### config.mk
export PLATFORM = sky130hd
export DESIGN_NAME = gpg_front
export DESIGN_NICKNAME = d
export VERILOG_FILES = /design/src/gpg_pkg.sv /design/src/gpg_front.sv
export SDC_FILE = /design/constraint.sdc
export NUM_CORES = 1
export LEC_CHECK = 0
export BUFFER_PORTS_ARGS = -buffer_cell sky130_fd_sc_hd__buf_2
export CORE_UTILIZATION = 59
export DETAILED_ROUTE_END_ITERATION = 12
export GPL_TIMING_DRIVEN = 0
export PLACE_DENSITY = 0.8
export SYNTH_ARGS = -nofsm -noshare
export SYNTH_HDL_FRONTEND = slang
export SYNTH_SLANG_ARGS = --single-unit
### constraint.sdc
create_clock -name i_clk -period 14.1 [get_ports i_clk]
set_input_delay 3.525 -clock i_clk [delete_from_list [all_inputs] [get_ports i_clk]]
set_output_delay 3.525 -clock i_clk [all_outputs]
set_load 0.02 [all_outputs]
### src/gpg_pkg.sv
// ----------------------------------------------------------------------------
// gpg_pkg
// Shared types and constants of the polar Gaussian generator.
// ----------------------------------------------------------------------------
package gpg_pkg;

    localparam int UNIFORM_W  = 16;
    localparam int SAMPLE_W   = 24;
    localparam int FRAC_W     = 16;   // sample fraction bits
    localparam int M_W        = 29;   // normalized W, Q1.28
    localparam int K_W        = 5;    // exponent of W
    localparam int LOG_STEPS  = 28;
    localparam int DIV_STEPS  = 35;
    localparam int SQRT_STEPS = 32;
    localparam int CNT_W      = 6;
    localparam int FIFO_DEPTH = 4;
    localparam int FIFO_AW    = 2;
    localparam int CFG_IDX_W  = 2;

    localparam logic [29:0] LN2_Q30 = 30'd744261118;

    localparam logic [CFG_IDX_W-1:0] CFG_MEAN    = 2'd0;
    localparam logic [CFG_IDX_W-1:0] CFG_STD_DEV = 2'd1;

    localparam logic [SAMPLE_W-1:0] MEAN_RESET    = 24'd0;
    localparam logic [SAMPLE_W-1:0] STD_DEV_RESET = 24'd65536;

    typedef struct packed {
        logic signed [UNIFORM_W-1:0] uniform_a;
        logic signed [UNIFORM_W-1:0] uniform_b;
    } t_in;

    typedef struct packed {
        logic signed [SAMPLE_W-1:0] sample;
        logic                       last;
    } t_out;

    // accepted pair with W already normalized as m * 2^-k
    typedef struct packed {
        logic signed [UNIFORM_W-1:0] u1;
        logic signed [UNIFORM_W-1:0] u2;
        logic [M_W-1:0]              m;
        logic [K_W-1:0]              k;
    } t_job;

    typedef struct packed {
        logic [CFG_IDX_W-1:0] index;
        logic [SAMPLE_W-1:0]  data;
        logic                 wr;
    } t_cfg_wr;

endpackage

### src/gpg_front.sv
// ----------------------------------------------------------------------------
// gpg_front
// Registers the uniform pair, forms W, drops rejected pairs and normalizes W.
// ----------------------------------------------------------------------------
module gpg_front (
    input  logic          i_clk,
    input  logic          i_rst_n,
    input  logic          i_take,
    input  gpg_pkg::t_in  i_item,
    output logic          o_full,
    output logic          o_push,
    output gpg_pkg::t_job o_job
);

    logic         r_fv;
    gpg_pkg::t_in r_in;

    logic [16:0] a1, a2;
    logic [31:0] w;
    logic [4:0]  p;
    logic        reject;

    always_ff @(posedge i_clk) begin
        if (!i_rst_n) begin
            r_fv <= 1'b0;
        end else begin
            r_fv <= i_take;
        end
        if (i_take) begin
            r_in <= i_item;
        end
    end

    always_comb begin
        a1 = r_in.uniform_a[15] ? (17'd0 - {1'b1, r_in.uniform_a}) : {1'b0, r_in.uniform_a};
        a2 = r_in.uniform_b[15] ? (17'd0 - {1'b1, r_in.uniform_b}) : {1'b0, r_in.uniform_b};
        w  = ({15'd0, a1} * {15'd0, a1}) + ({15'd0, a2} * {15'd0, a2});
        reject = (w == 32'd0) || (w[31:30] != 2'b00);
        // msb position of W
        p = 5'd0;
        for (int i = 0; i < 30; i++) begin
            if (w[i]) begin
                p = 5'(i);
            end
        end
        o_job.u1 = r_in.uniform_a;
        o_job.u2 = r_in.uniform_b;
        o_job.k  = 5'd30 - p;
        if (p == 5'd29) begin
            o_job.m = w[29:1];
        end else begin
            o_job.m = 29'(w[28:0] << (5'd28 - p));
        end
    end

    assign o_push = r_fv && !reject;
    assign o_full = r_fv;

endmodule

Word level (Yosys, flattened, before mapping):

Cells that the tools add are included.

* register bits after elaboration: 33
* bits of input ports: 35
* output and inout bits: 68
* word-level logic and storage cells: 49

* add/sub/neg operators: 5
* $mul: 2
* eq/ne operators: 1
* shifts and indexed selects: 1
* muxes and demuxes: 32
* reduce and logical (&&, ||, !) cells: 5

Operators with widths (number)
* $mux W5: 28
* $mul A17 B17 Y32: 2
* $mux W17: 2
* $sub A1 B17 Y17 const A: 2
* $add A32 B32 Y32: 1
* $logic_not A32 Y1: 1
* $mux W29: 1
* $shl A29 B5 Y29: 1
* $sub A5 B5 Y5 const A: 2
* $eq A5 B5 Y1 const B: 1
* $reduce_bool A2 Y1: 1
* $logic_and A1 B1 Y1: 1
* $logic_not A1 Y1: 1
* $logic_or A1 B1 Y1: 1
* $mux W1: 1

Logic depth before layout (Yosys ltp):

* depth in word-level cells: 36
* mapped depth: 46
* gate-level depth less buffers: 40

Worst setup path after synthesis:

OpenSTA, ideal clock, no wires.

* path type: reg-to-output
* start: register r_in, in the netlist o_job[54]
* end: output port o_job[6] (netlist name)
* arrival: 11626 ps
* required time: 10575 ps
* path slack: -1051 ps
* cell stages (with the launch flop): 41
* path buffers: 9
* path through: edfxtp_1 or4_1 nor4_1 nand2b_1 or3_1 or4b_2 clkbuf_1 nand2b_1 clkbuf_1 inv_1 fa_1 fa_1 fa_1 inv_1 fa_1 inv_1 fa_1 inv_1 [5 not listed] clkbuf_1 a21oi_1 o21ai_0 a21o_1 or4_1 o21ai_0 a41oi_2 buf_4 nor2_2 a221oi_4 buf_6 buf_4 ha_1 clkbuf_1 clkbuf_1 clkbuf_1 nand3_1 o41ai_1

RTL lines
* start: declaration: line gpg_front.sv:16 `gpg_pkg::t_in r_in;`
* start signal: assignment: line gpg_front.sv:30 `r_in <= i_item;`
* end: declaration: line gpg_front.sv:12 `output gpg_pkg::t_job o_job`

==> impl_metrics.py <==
metrics = {
    "setup_path": {
        "cp_max_fo": 8,
        "arrival_ns": 11.14,
        "criticalPathCategory": "register to primary output",
        "slowest_delay_ns": 0.61,
        "cp_slowest_cell": "mux4_2",
        "worst_ep_required_time_ns": 10.57,
        "end_kind": "primary output",
        "start_kind": "register",
        "cpMostUsedCell": "fa_1",
    },
    "logic_synthesis": {
        "synth.distinct_cells": 98,
        "ys_warn_count": 0,
        "synthArstFlopShare_pct": 0,
        "ys_ff_latch": 33,
        "synth_edf_count": 32,
        "synth_area_per_cell_um2": 9.232,
        "synth_flop_cell": "edfxtp_1",
        "yosysSeqAreaShare_pct": 4.903,
        "syn_area_mm2": 0.02001,
        "synthCells": 2167,
    },
    "clock_tree": {
        "root_buffer": "clkbuf_16",
        "clock_sinks": 33,
        "cts_tree": "built",
        "numCtsBuffers": 5,
        "hold_buffers": 0,
        "clk_path_buf_depth": 2,
        "clkTransAtPathRegs_ns": 0.05,
        "htreeDepth": 2,
    },
    "global_routing": {
        "grt_pass1_vias": 18805,
        "grt_pass1_wl_um": 98280,
        "antenna_found_initial": 0,
        "overflow": 0,
        "grt_use_total_pct": 37.68,
        "grt_max_degree": 34,
    },
    "sta": {
        "maxSlewHeadroom_pct": 55.37,
        "slew_violations": 0,
        "fmax_mhz": 68.17,
        "hold_violations": 0,
        "setup_viol": 29,
        "finalCritPeriodShare_pct": 104.0,
        "min_period_ns": 14.67,
        "worstMarginPinSlew_ns": 0.6695,
        "worst_slack_ns": -0.5691,
        "rsz0062_at_grt": "yes",
    },
    "die": {
        "fp-row-count": 67,
        "initial_core_util_pct": 59.81,
        "fp.dieW_um": 186.1,
        "core_mm2": 0.03345,
        "die-area_mm2": 0.03465,
        "die_y_um": 186.1,
        "io_pins": 103,
    },
    "place": {
        "dpl.cell_count": 2792,
        "place_area_mm2": 0.02170,
        "portBuffers": 102,
        "post-dp-hpwl_um": 46100,
        "dp_worst_setup_slack_ns": -2.954,
        "gp_congestion": 1.003,
    },
    "final_layout": {
        "postLayoutCellArea_mm2": 0.02534,
        "instances_no_fill": 2973,
        "layout-drive-gt1-share_pct": 27.18,
        "nNetsFinal": 3183,
        "syn2layout_area_growth_pct": 26.68,
    },
    "flow_run": {
        "drv_cap": 0,
    },
    "routing": {
        "drc_errors": 0,
        "totalWireLength_um": 66630,
        "post_drt_wl_per_cell_um": 22.41,
        "vias_per_cell": 5.979,
        "drt_iter0_markers": 1504,
        "antenna_left": 0,
        "drtPass1Iterations": 7,
        "vias": 17777,
    },
    "outcome": {
        "status": "complete, but fails checks",
        "violations": "negative setup slack",
    },
    "hold_path": {
        "hold_class": "input pin to register",
    },
}
cell usage after synthesis, types with 11 or more instances:
cell type / n / area share, %
nor2_1: 198 / 3.7
inv_1: 556 / 10
a21o_1: 22 / 0.83
a21oi_1: 46 / 1.2
xnor2_1: 44 / 1.9
ha_1: 183 / 11
nand3_1: 24 / 0.60
o22ai_1: 16 / 0.50
nor3_1: 20 / 0.50
nand2_1: 148 / 2.8
nand2b_1: 19 / 0.59
clkinv_1: 11 / 0.21
buf_2: 12 / 0.30
and2_1: 11 / 0.34
o211ai_1: 14 / 0.53
mux2i_1: 37 / 1.9
fa_1: 442 / 44
clkbuf_1: 41 / 0.77
edfxtp_1: 32 / 4.8
xor2_1: 33 / 1.4
o21ai_0: 43 / 1.1
stage by stage:
step	setup TNS, ns	hold WS (ns)	utilization (%)
floorplan	-0.05443	3.624	-
CTS	-2.744	3.415	72.52
global placement	-84.20	3.701	64.87
detailed placement	-88.83	3.703	64.87
global route	-19.08	3.419	75.76
finish	-12.65	3.420	75.77
layout by cell type, fill, tap and decap left out, types with 20 or more instances in the layout:
cell type and count:
nor2_1 160, inv_2 20, mux2i_1 28, nor2_4 20
xnor2_1 26, buf_4 180, ha_1 168, buf_2 91
nand3_1 20, conb_1 77, fa_1 425, inv_1 532
nor2_2 24, a21oi_1 26, edfxtp_1 32, nand2_1 129
buf_6 29, a21o_1 22
cells by family after synthesis:
group / Yosys count / synth area share [%]
compound gates: 258 / 9.431
fa+ha+maj: 625 / 55.67
other cells: 2 / 0.03754
flops: 33 / 4.903
mux: 58 / 3.596
simple gates: 483 / 10.83
xor+xnor: 77 / 3.371
buf+inv: 631 / 12.16
critical path: cells and delay by family (launching register included):
family                     cells  cell delay, ns
buffers and inverters         11            1.35
and+or+nand+nor                2            0.67
muxes                          2            0.83
AOI/OAI and AO/OA             11            2.69
xor gates and xnor gates       1            0.23
DFF                            1            0.42
adders and majority gates     10            4.64
what timing repair did:
item / CTS / global route
resized for setup: 320 / 169
cloned: 1 / 0
endpoints found under the setup margin: 35 / 31
buffers inserted: 135 / 52
pin swaps: 121 / 79
registers in the layout (all words and copies together), names as in the netlist:
| register | cells |
|---|---|
| o_full | 1 |
| o_job | 32 |
cell type report:
class | instances | area (um^2)
sequential | 33 | 980.9
clock buffer | 6 | 128.9
buffer | 46 | 452.9
timing repair buffer | 289 | 2135
fill | 1991 | 8104
multi-input combinational | 1578 | 18870
inverter | 570 | 2200
clock inverter | 2 | 10.01
tap | 448 | 560.5
antenna | 1 | 2.502
routing by layer:
metal	wire length, um	track usage (%)
met5	0	0
met4	5563	25.54
met3	6337	5.218
met2	31920	63.70
met1	22810	45.03
final timing paths:
path,start,endpoint,cells past startpoint
max,o_job[39],o_job[27],37
min,i_item[3],o_job[37],1
Power is not shown: default switching activity piles up to over one toggle a cycle in this logic, so the estimate is an artifact.
