<file path="src/gpg_pkg.sv">
// ----------------------------------------------------------------------------
// gpg_pkg
// Shared types and constants of the polar Gaussian generator.
// ----------------------------------------------------------------------------
package gpg_pkg;

    localparam int UNIFORM_W  = 16;
    localparam int SAMPLE_W   = 24;
    localparam int FRAC_W     = 16;   // sample fraction bits
    localparam int M_W        = 29;   // normalized W, Q1.28
    localparam int K_W        = 5;    // exponent of W
    localparam int LOG_STEPS  = 28;
    localparam int DIV_STEPS  = 35;
    localparam int SQRT_STEPS = 32;
    localparam int CNT_W      = 6;
    localparam int FIFO_DEPTH = 4;
    localparam int FIFO_AW    = 2;
    localparam int CFG_IDX_W  = 2;

    localparam logic [29:0] LN2_Q30 = 30'd744261118;

    localparam logic [CFG_IDX_W-1:0] CFG_MEAN    = 2'd0;
    localparam logic [CFG_IDX_W-1:0] CFG_STD_DEV = 2'd1;

    localparam logic [SAMPLE_W-1:0] MEAN_RESET    = 24'd0;
    localparam logic [SAMPLE_W-1:0] STD_DEV_RESET = 24'd65536;

    typedef struct packed {
        logic signed [UNIFORM_W-1:0] uniform_a;
        logic signed [UNIFORM_W-1:0] uniform_b;
    } t_in;

    typedef struct packed {
        logic signed [SAMPLE_W-1:0] sample;
        logic                       last;
    } t_out;

    // accepted pair with W already normalized as m * 2^-k
    typedef struct packed {
        logic signed [UNIFORM_W-1:0] u1;
        logic signed [UNIFORM_W-1:0] u2;
        logic [M_W-1:0]              m;
        logic [K_W-1:0]              k;
    } t_job;

    typedef struct packed {
        logic [CFG_IDX_W-1:0] index;
        logic [SAMPLE_W-1:0]  data;
        logic                 wr;
    } t_cfg_wr;

endpackage

</file>
<file path="src/gpg_fifo.sv">
// ----------------------------------------------------------------------------
// gpg_fifo
// Short job queue between the front and the back.
// ----------------------------------------------------------------------------
module gpg_fifo (
    input  logic                             i_clk,
    input  logic                             i_rst_n,
    input  logic                             i_push,
    input  gpg_pkg::t_job                    i_job,
    input  logic                             i_pop,
    output gpg_pkg::t_job                    o_head,
    output logic                             o_empty,
    output logic [gpg_pkg::FIFO_AW:0]        o_count
);

    gpg_pkg::t_job                r_mem [gpg_pkg::FIFO_DEPTH];
    logic [gpg_pkg::FIFO_AW-1:0]  r_wp, r_rp;
    logic [gpg_pkg::FIFO_AW:0]    r_cnt;

    always_ff @(posedge i_clk) begin
        if (!i_rst_n) begin
            r_wp  <= '0;
            r_rp  <= '0;
            r_cnt <= '0;
        end else begin
            if (i_push) begin
                r_wp <= r_wp + 1'b1;
            end
            if (i_pop) begin
                r_rp <= r_rp + 1'b1;
            end
            r_cnt <= r_cnt + (gpg_pkg::FIFO_AW+1)'(i_push) - (gpg_pkg::FIFO_AW+1)'(i_pop);
        end
        if (i_push) begin
            r_mem[r_wp] <= i_job;
        end
    end

    assign o_head  = r_mem[r_rp];
    assign o_empty = (r_cnt == '0);
    assign o_count = r_cnt;

endmodule

</file>
<file path="config.mk">
export PLATFORM = sky130hd
export DESIGN_NAME = gpg_fifo
export DESIGN_NICKNAME = d
export VERILOG_FILES = /design/src/gpg_pkg.sv /design/src/gpg_fifo.sv
export SDC_FILE = /design/constraint.sdc
export NUM_CORES = 1
export LEC_CHECK = 0
export ABC_AREA = 1
export BUFFER_PORTS_ARGS = -buffer_cell sky130_fd_sc_hd__buf_4
export CAP_MARGIN = 20
export CORE_ASPECT_RATIO = 1.5
export CORE_MARGIN = 4
export CORE_UTILIZATION = 40
export CTS_BUF_LIST = sky130_fd_sc_hd__clkbuf_8
export CTS_CLUSTER_DIAMETER = 200
export DETAILED_ROUTE_END_ITERATION = 10
export HOLD_SLACK_MARGIN = 0.06
export PLACE_DENSITY = 0.62
export SYNTH_ARGS = -nofsm -noshare
export SYNTH_HDL_FRONTEND = slang
export SYNTH_SLANG_ARGS = --single-unit
</file>
<file path="constraint.sdc">
create_clock -name i_clk -period 2.3 [get_ports i_clk]
set_clock_uncertainty 0.2 [all_clocks]
set_input_delay 0.46 -clock i_clk [delete_from_list [all_inputs] [get_ports i_clk]]
set_output_delay 0.46 -clock i_clk [all_outputs]
set_load 0.02 [all_outputs]
</file>
Word level (Yosys, flattened, before mapping). Memory sizes are Yosys's and may differ from the RTL's. A register that Yosys moved wholly into a read port is not among the register bits. Index checks and enable logic that the tools add are counted.

Add/sub/neg operators: 4. Reductions and logical operators: 1. Muxes and demuxes: 4.

Operators by type and width (count): $add A2 B1 Y2 const B (2); $mux W2 (2); $add A3 B1 Y3 (1); $logic_not A3 Y1 (1); $sub A3 B1 Y3 (1); $mux W1 (2).

Output and inout port bits: 70. Bits in writable memories: 264. Flip-flop bits (word level): 7. Logic and storage cells: 13. Memories: 1. Input port bits: 70.

Memories: r_mem (depth 4, bits a word 66, rd ports 1, clocked after memory_dff 1, wr ports 1, line gpg_fifo.sv:16) `gpg_pkg::t_job r_mem [gpg_pkg::FIFO_DEPTH];`.

Longest topological paths before layout. Gate-level depths: netlist (run 1).

Depth in word-level cells: 3. Mapped depth: 8. Depth with buffers taken out: 8.

Worst setup path after synthesis (run 1). No wires, ideal clock.

Kind: reg-to-reg. From: reg r_wp[0] (netlist name). To: mem r_mem[2][0] (netlist name) (enable). Setup time: 420 ps. Stages on the path, launching flop included: 5. Path buffers: 0. Slack: -191 ps. Data arrival time: 1871 ps. Data required time: 1680 ps. Cell sequence: dfxtp_1 inv_1 ha_1 nand2_1 inv_1.

RTL lines: from (decl) (line gpg_fifo.sv:17) `logic [gpg_pkg::FIFO_AW-1:0] r_wp, r_rp;`; from (signal assigned) (line gpg_fifo.sv:27) `r_wp <= r_wp + 1'b1;`; to (decl) (line gpg_fifo.sv:16).

Straight into the memory's write port.

==> results of run 1 <==
worst min path at each step:
stage            start   endpoint  slack, ns  cells after the start
4_1_cts        r_rp[1]  flip-flop       0.27                      2
5_1_grt        r_rp[1]  flip-flop       0.30                      2
2_1_floorplan  r_rp[1]  flip-flop       0.24                      2
6_report       r_rp[1]  flip-flop       0.27                      2
3_5_place_dp   r_rp[1]  flip-flop       0.25                      2
3_3_place_gp   r_rp[1]  flip-flop       0.24                      2
layout make-up:
type	count	area [µm²]	area share, %
inverters	147	566.8	3.952
flip-flops and latches	273	8115	56.58
well taps	337	421.7	2.940
clock inverters	29	172.7	1.204
multi-input cells	360	1886	13.15
repair buffers	249	2589	18.05
clock buffers	43	591.8	4.126
sequential cells by signal (all words and copies together) (netlist names), named ones only:
register,cells
r_wp,2
r_rp,2
r_mem,264
o_count,3
stage by stage:
stage	setup WS, ns	std cells	instance area, µm²	TNS [ns]	hold WS (ns)
after floorplan	0.06437	824	10820	0	0.2356
after global placement	0.3421	1271	12260	0	0.2394
after detailed placement	0.3561	1271	12260	0	0.2512
after CTS	-0.1694	1429	14040	-9.568	0.2654
after global routing	-0.2470	1438	14340	-13.27	0.3029
final	-0.1573	1438	14340	-5.936	0.2661
worst register-to-register path: cells and delay by family (launching register included):
family	cells	cell delay, ns
AO/OA/AOI/OAI	1	0.13
AND/OR/NAND/NOR	1	0.06
adder cells (fa/ha/maj)	3	0.82
buffers and inverters	2	0.09
flip-flops	1	0.35
kinds of logic (layout without fill, tap and decap cells):
group	count (synthesis)	in the layout
adder cells (fa/ha/maj)	7	7
AO/OA/AOI/OAI	208	208
AND/OR/NAND/NOR	145	145
buffers and inverters	191	468
flip-flops	273	273
per-layer routing:
layer | vias to the layer above | GRT usage, % | wire length [µm]
met4 | 0 | 5.762 | 702
met5 | - | 0 | 0
li1 | 3371 | - | -
met3 | 45 | 3.442 | 1211
met1 | 3319 | 17.44 | 9606
met2 | 158 | 26.93 | 12440
where the power goes:
group / leakage (nW) / internal [mW] / switching, mW / total (mW)
registers: 2.50 / 5.69 / 0.0724 / 5.76
clock network: 0.419 / 1.95 / 1.75 / 3.70
logic: 2.72 / 0.760 / 0.935 / 1.69
cells in the final DEF, fill, tap and decap left out:
master / count
o21ai_1: 47
o211ai_1: 66
dfxtp_1: 7
buf_16: 8
a21oi_2: 4
a21oi_1: 68
buf_8: 2
nand3_1: 1
nand2_1: 133
dlygate4sd3_1: 70
buf_12: 9
clkbuf_16: 8
clkinvlp_4: 5
nor3_1: 1
dfxtp_4: 2
clkbuf_8: 43
nor2_1: 1
ha_1: 6
clkinv_2: 6
bufinv_16: 2
buf_6: 31
o21ai_0: 23
nand2_2: 9
edfxtp_1: 264
inv_1: 150
clkinv_1: 13
buf_4: 121
fa_1: 1
repair_timing:
| item | 4_1_cts | 5_1_grt |
|---|---|---|
| gates cloned | 5 | 9 |
| gates resized for setup | 35 | 34 |
| endpoints found under the setup margin | 66 | 66 |
| hold buffers | 70 | 0 |
| setup buffers | 11 | 0 |
| pin swaps | 15 | 11 |
| endpoints found under the hold margin | 273 | 0 |
==> metrics, run 1 <==
Syn Std Cell Area=10800 µm²; WP data required=1.64 ns; number of global-route vias before repair=6897; Pwr per Cell Area=778.1 nW/µm²; Reg clk slew, reported paths=0.06 ns; setup ws final=-0.1573 ns; CP max stage delay=0.41 ns; Slew HR=70.39%; max-cap check violation count=0; vias per cell=4.793; CP endpoint=o_head[48]; crit path kind=flip-flop to primary output; Period minus WS final=2.457 ns; Final period util=106.8%; flop2flop setup slack=0.56 ns; DRC=0; ANT cells=0; maximum vdd drop=436.9 µV; Mapped Cells=824; Synth Area in Simple Gates=5.062%; Post-synth ARST share=0%; die area=29750 µm²; clk buf depth=3; TritonCTS buffer count=41; Initial Util=40.64%; grt ovf=0; Die Ht=209.3 µm; final core occ=53.96%; Most used DFF post-synth=edfxtp_1; post-detailed-route count of antenna-violating nets=0; buffers added on ports=139; GRT Total Usage=15.08%; Area growth, synth to finish=32.78%; drt pass-1 iters=4; Slew @ Worst Pin=0.4441 ns; Top Ports=140; slowest CP cell=dfxtp_4; Post-synth EDFFs=264; XOR/XNOR share of the synthesized area=0%; kind of cell adding the most delay to the critical path=buffers and inverters; layout cells sized above 1=22.71%; Slew Limit Fails=0; maximum clock rate=407.0 MHz; Avg WL per Cell=16.66 µm; RSZ-0062 raised after global routing=true; Crit path buffers/inverters=3; Synth Area in Compound Gates=11.17%; Worst Setup End Kind=primary output; hold crit path type=flip-flop to flip-flop; die width=142.2 µm; most frequent cell after synthesis=edfxtp_1; core area=26580 µm²; failing checks=negative setup slack; # nets final=1149; sequential fraction of the synthesis area=75.06%; startpoint types=flip-flop; Synth warnings=0; Worst path depth=5; worst-skew pair later-pin latency=0.54 ns; first-pass GRT wire length=35100 µm; largest net degree at the start of global routing=67; initial antenna violation count=0; LEAKAGE=5.640 nW; Crit path arrival time=1.80 ns; adder-cell share of the synthesized area=0.8803%; synth top area cells=edfxtp_1, inv_1, nand2_1; Yosys reg bits=273; clk root buf=clkbuf_8; drt total wl=23960 µm; Sink Count=273; via count=6893; outcome=finished, violations left; Synth top area share=73.39%; main combinational cell family by area after synthesis=compound AO/OA/AOI/OAI gates; synth unique cells=16; mux cell area share after synthesis=0%; Tot Pwr=11.16 mW; Final Hold Viols=0; Final setup viols=66; fill count=2210; worst reg-to-reg path cell count=7; cell taking the most area after synthesis=edfxtp_1; CP Cell Sequence=buf_4, clkbuf_16, o21ai_1, nand2_1, buf_6; Synth Net Count=901; commonest cells in the netlist=edfxtp_1, inv_1, nand2_1; Final HPWL DP=11500 µm; r2r endpoint=o_count[2]; initial DRC count=236; # rows=73; Post-Syn Area per Cell=13.11 µm²; CTS tree=yes; H-Tree Depth=2; CP max FO=15; gpl congestion=0.7259; reg-to-reg startpoint=o_count[0]
(Power assumes the default switching activity.)
==> run 2: changes to the inputs <==
--- a/config.mk
+++ b/config.mk
@@ -9,7 +9,6 @@
 export BUFFER_PORTS_ARGS = -buffer_cell sky130_fd_sc_hd__buf_4
 export CAP_MARGIN = 20
 export CORE_ASPECT_RATIO = 1.5
-export CORE_MARGIN = 4
 export CORE_UTILIZATION = 40
 export CTS_BUF_LIST = sky130_fd_sc_hd__clkbuf_8
 export CTS_CLUSTER_DIAMETER = 200
==> constraint.sdc (replaced) <==
create_clock -name i_clk -period 2 [get_ports i_clk]
set_clock_uncertainty 0.2 [all_clocks]
set_input_delay 0.4 -clock i_clk [delete_from_list [all_inputs] [get_ports i_clk]]
set_output_delay 0.4 -clock i_clk [all_outputs]
set_load 0.02 [all_outputs]
==> metrics, run 2 (same netlist as run 1, synthesis figures left out) <==
hold crit path type=flip-flop to flip-flop; Tot Pwr=12.77 mW; r2r endpoint=o_count[1]; Area growth, synth to finish=35.84%; Hold Path Stages=2; TritonCTS buffer count=41; DRC=0; Slew @ Worst Pin=0.3343 ns; H-Tree Depth=2; outcome=finished, violations left; grt ovf=0; ANT cells=0; failing checks=negative setup slack; Slew HR=77.67%; layout cells sized above 1=26.92%; Crit path buffers/inverters=3; number of global-route vias before repair=6829; met2 GRT Util=30.44%; worst reg-to-reg path cell count=7; post-detailed-route count of antenna-violating nets=0; final core occ=55.39%; reg-to-reg startpoint=o_count[0]; Final HPWL DP=12840 µm; Largest Register=r_mem; core area=26490 µm²; cell count after placement=1280; initial antenna violation count=2; worst-skew pair later-pin latency=0.54 ns; Initial Util=40.78%; maximum vdd drop=446.9 µV; WP data required=1.40 ns; # nets final=1156; Worst path depth=6; gpl congestion=0.6895; max-cap check violation count=0; via count=6946; startpoint types=flip-flop; kind of cell adding the most delay to the critical path=buffers and inverters; Sink Count=273; Finished Cell Area=14670 µm²; placed instance area=12460 µm²; maximum clock rate=428.5 MHz; Final Hold Viols=0; buffers added on ports=139; # rows=73; Period minus WS final=2.334 ns; Avg WL per Cell=16.17 µm; initial DRC count=288; die width=136.2 µm; setup ws final=-0.3337 ns; Cell Count, Final, Fillers Out=1444; met1 usage=19.11%; CP endpoint=o_head[17]; Top Ports=140; clk root buf=clkbuf_8; CTS tree=yes; Slew Limit Fails=0; CP Cell Sequence=buf_12, buf_12, nand2_1, o211ai_1, nand2_1, buf_6; most common cell after layout, fill and taps aside=edfxtp_1; hold wc startpoint=r_rp[1]; flop2flop setup slack=0.24 ns; Final setup viols=66; Reg clk slew, reported paths=0.06 ns; die area=27680 µm²; met3 Usage GRT=3.803%; Die Ht=203.3 µm; GRT Total Usage=16.95%; crit path kind=flip-flop to primary output; CP max FO=24; GR peak layer=met2; RSZ-0062 raised after global routing=true; CP max stage delay=0.42 ns; vias per cell=4.810; worst hold margin=0.2850 ns; LEAKAGE=5.744 nW; Final period util=116.7%; slowest CP cell=dfxtp_4; first-pass GRT wire length=35450 µm; most frequent cells in the layout=edfxtp_1, inv_1, nand2_1; max FFs per register=264; Worst Setup End Kind=primary output; clk buf depth=3; largest net degree at the start of global routing=50; drt pass-1 iters=4; Crit path arrival time=1.73 ns; Pwr per Cell Area=870.2 nW/µm²; drt total wl=23350 µm
## run 2: cell types whose count changed in the layout (fill, tap and decap cells not counted), sizes merged, moves of 2 or more
cell / delta
buf: +11
clkbuf: -7
clkinv: -2
inv: +5
## run 2: worst min-delay path by stage
| stage | endpoint |
|---|---|
| 6_report | flip-flop |
| 5_1_grt | flip-flop |
| 4_1_cts | flip-flop |
| 3_5_place_dp | flip-flop |
| 3_3_place_gp | flip-flop |
| 2_1_floorplan | flip-flop |
## run 2: power by group
group / internal (mW) / switching (mW) / total [mW]
logic: 0.972 / 1.12 / 2.09
clock network: 2.04 / 2.02 / 4.06
registers: 6.54 / 0.0758 / 6.62
total: 9.55 / 3.21 / 12.8
## run 2: area by class of cell
| class | count | area [µm²] |
|---|---|---|
| clock buffers | 41 | 564.3 |
| multi-input cells | 360 | 2032 |
| flip-flops and latches | 273 | 8118 |
| fillers | 2163 | 11820 |
| well taps | 337 | 421.7 |
| clock inverters | 30 | 151.4 |
| repair buffers | 256 | 2819 |
| inverters | 147 | 566.8 |
## run 2: metal layers
metal / vias up / part of all wire [%]
met5: - / 0.11
li1: 3385 / -
met3: 49 / 4.9
met4: 4 / 2.7
met2: 164 / 54
met1: 3344 / 38
## run 2: timing repair
item	in CTS	in global routing
gates cloned	6	3
gates resized for setup	96	42
buffers inserted	13	1
endpoints found under the hold margin	273	0
endpoints found under the setup margin	66	67
pin swaps	19	9
hold buffers	70	0
## run 2: per-stage QoR
step,TNS (ns),setup WS (ns)
floorplan,-36.03,-0.1474
global placement,0,0.1019
detailed placement,0,0.08883
CTS,-21.15,-0.3891
global route,-24.79,-0.4292
finish,-18.22,-0.3337
## run 2: tightest hold or removal path, delay by kind of cell, from the launching register on
kind	cells	cell delay, ns
compound gates	1	0.08
buf+inv	1	0.06
flops	1	0.31
==> run 3: changes to the inputs <==
--- a/config.mk
+++ b/config.mk
@@ -5,7 +5,6 @@
 export SDC_FILE = /design/constraint.sdc
 export NUM_CORES = 1
 export LEC_CHECK = 0
-export ABC_AREA = 1
 export BUFFER_PORTS_ARGS = -buffer_cell sky130_fd_sc_hd__buf_4
 export CAP_MARGIN = 20
 export CORE_ASPECT_RATIO = 1.5
@@ -14,7 +13,8 @@
 export CTS_CLUSTER_DIAMETER = 200
 export DETAILED_ROUTE_END_ITERATION = 10
 export HOLD_SLACK_MARGIN = 0.06
-export PLACE_DENSITY = 0.62
+export PLACE_DENSITY = 0.67
+export SETUP_SLACK_MARGIN = 0.15
 export SYNTH_ARGS = -nofsm -noshare
 export SYNTH_HDL_FRONTEND = slang
 export SYNTH_SLANG_ARGS = --single-unit
==> metrics, run 3 <==
Mapped Cells=386; # nets final=726; Sink Count=273; flop2flop setup slack=0.22 ns; slowest CP cell=mux4_2; vias per cell=4.833; initial antenna violation count=1; Final period util=128.0%; Die Ht=195.2 µm; Avg WL per Cell=19.68 µm; Crit path arrival time=1.96 ns; CP max stage delay=0.53 ns; Reg clk slew, reported paths=0.06 ns; most common cell after layout, fill and taps aside=edfxtp_1; Synth Net Count=463; most frequent cell after synthesis=edfxtp_1; via count=4838; core area=24440 µm²; crit path kind=flip-flop to primary output; Post-synth ARST share=0%; grt ovf=0; reg-to-reg startpoint=o_count[0]; H-Tree Depth=2; TritonCTS buffer count=40; die width=130.8 µm; synth unique cells=19; Final setup viols=66; Slew @ Worst Pin=0.3599 ns; Syn Std Cell Area=9955 µm²; post-detailed-route count of antenna-violating nets=0; initial DRC count=263; CTS tree=yes; Post-synth EDFFs=264; Crit path buffers/inverters=4; worst hold margin=0.2829 ns; DRC=0; Post-Syn Area per Cell=25.79 µm²; Period minus WS final=2.561 ns; Synth warnings=0; Yosys reg bits=273; WP data required=1.40 ns; CP max FO=6; Initial Util=40.74%; # rows=70; buffers added on ports=139; Largest Register=r_mem; Final Hold Viols=0; commonest cells in the netlist=edfxtp_1, mux4_2, dfxtp_1; hold wc startpoint=i_pop; synth top area cells=edfxtp_1, mux4_2, dfxtp_1; maximum vdd drop=551.7 µV; setup ws final=-0.5608 ns; GRT Total Usage=16.05%; cell repeated most along the worst path=buf_12; r2r endpoint=o_count[1]; first-pass GRT wire length=29870 µm; drt pass-1 iters=4; failing checks=negative setup slack; LEAKAGE=4.666 nW; max-cap check violation count=0; cell taking the most area after synthesis=edfxtp_1; clk root buf=clkbuf_8; kind of cell adding the most delay to the critical path=multiplexers; Final HPWL DP=11070 µm; die area=25530 µm²; startpoint types=flip-flop; Most used DFF post-synth=edfxtp_1; maximum clock rate=390.5 MHz; most frequent cells in the layout=edfxtp_1, buf_4, dlygate4sd3_1; hold crit path type=primary input to flip-flop; Area growth, synth to finish=35.78%; hold path endpoint=o_count[0]; worst-skew pair later-pin latency=0.53 ns; Pwr per Cell Area=946.2 nW/µm²; gpl congestion=0.6599; clk buf depth=3; worst reg-to-reg path cell count=6; largest net degree at the start of global routing=45; sequential fraction of the synthesis area=81.45%; Slew Limit Fails=0; max FFs per register=264; Synth top area share=79.64%; Worst Setup End Kind=primary output; CP Cell Sequence=buf_12, buf_12, buf_16, mux4_2, buf_6; drt total wl=19700 µm; Hold Path Stages=5; number of global-route vias before repair=5421; layout cells sized above 1=44.08%; outcome=finished, violations left; placed instance area=11570 µm²; Slew HR=76.01%; Top Ports=140; RSZ-0062 raised after global routing=true; Finished Cell Area=13520 µm²
==> run 3: changes by cell type after synthesis, sizes merged, moves of 2 or more <==
| cell | delta |
|---|---|
| o211ai | -66 |
| clkbuf | +2 |
| mux4 | +66 |
| buf | -32 |
| and2 | +6 |
| nand2 | -142 |
| o21ai | -70 |
| inv | -140 |
| a21oi | -71 |
| xnor2 | +2 |
| nor2 | +4 |
==> run 3: routing by layer <==
metal / global-route usage (%) / routed length (µm)
met5: 0 / 0
met4: 6.897 / 556
met3: 3.671 / 957
met2: 28.85 / 10790
met1: 17.83 / 7396
==> run 3: power by group <==
| group | internal, mW | switching [mW] |
|---|---|---|
| Combinational | 1.10 | 0.933 |
| Sequential | 6.58 | 0.0909 |
| Clock | 2.08 | 2.01 |
==> run 3: worst max-delay path by stage <==
stage | start | endpoint | slack [ns] | depth (start not counted)
floorplan | flip-flop | o_head[25] | 0.13 | 3
global placement | flip-flop | o_head[39] | 0.02 | 3
detailed placement | flip-flop | o_head[39] | -0.008 | 3
CTS | flip-flop | o_head[19] | -0.61 | 5
global route | flip-flop | o_head[36] | -0.65 | 5
finish | flip-flop | o_head[36] | -0.56 | 5
==> run 3: worst register-to-register path, cell delays in order (launching register included) <==
cell and delay, ns:
dfxtp_4 0.37, inv_1 0.04, ha_1 0.26, inv_1 0.06, ha_2 0.17, fa_2 0.42
and2_1 0.16
==> run 3: kinds of logic (layout without fill, tap and decap cells) <==
kind of cell	after synthesis	in the layout	synth area share (%)
AOI/OAI and AO/OA	2	2	0.1508
xor gates and xnor gates	3	3	0.4148
adders and majority gates	7	7	0.9552
buffers and inverters	21	311	1.307
DFF	273	273	81.45
muxes	67	67	15.03
other	0	1	0
and+or+nand+nor	13	13	0.6913
==> run 3: layout make-up <==
type                    count  area [µm²]
diodes                      1       2.502
clock buffers              42       578.1
clock inverters            27       146.4
fillers                  1828       10920
inverters                   7       26.28
multi-input cells          92        1743
flip-flops and latches    273        8122
well taps                 324       405.4
repair buffers            235        2494
==> run 3: timing repair <==
action,in CTS,in global routing
buffers inserted,6,1
gates resized for setup,63,5
pin swaps,1,0
endpoints found under the hold margin,273,0
endpoints found under the setup margin,67,69
hold buffers,69,0
gates cloned,5,1
==> run 3: per-stage QoR <==
stage	power (mW)	TNS, ns	cells	setup slack, ns	utilization, %
4_1_cts	12.94	-37.09	998	-0.6089	55.05
2_1_floorplan	7.679	0	386	0.1300	-
6_report	12.79	-32.72	1001	-0.5608	55.31
5_1_grt	13.29	-38.55	1001	-0.6494	55.31
3_3_place_gp	8.378	0	849	0.01625	47.36
3_5_place_dp	8.432	-0.007704	849	-0.007704	47.36
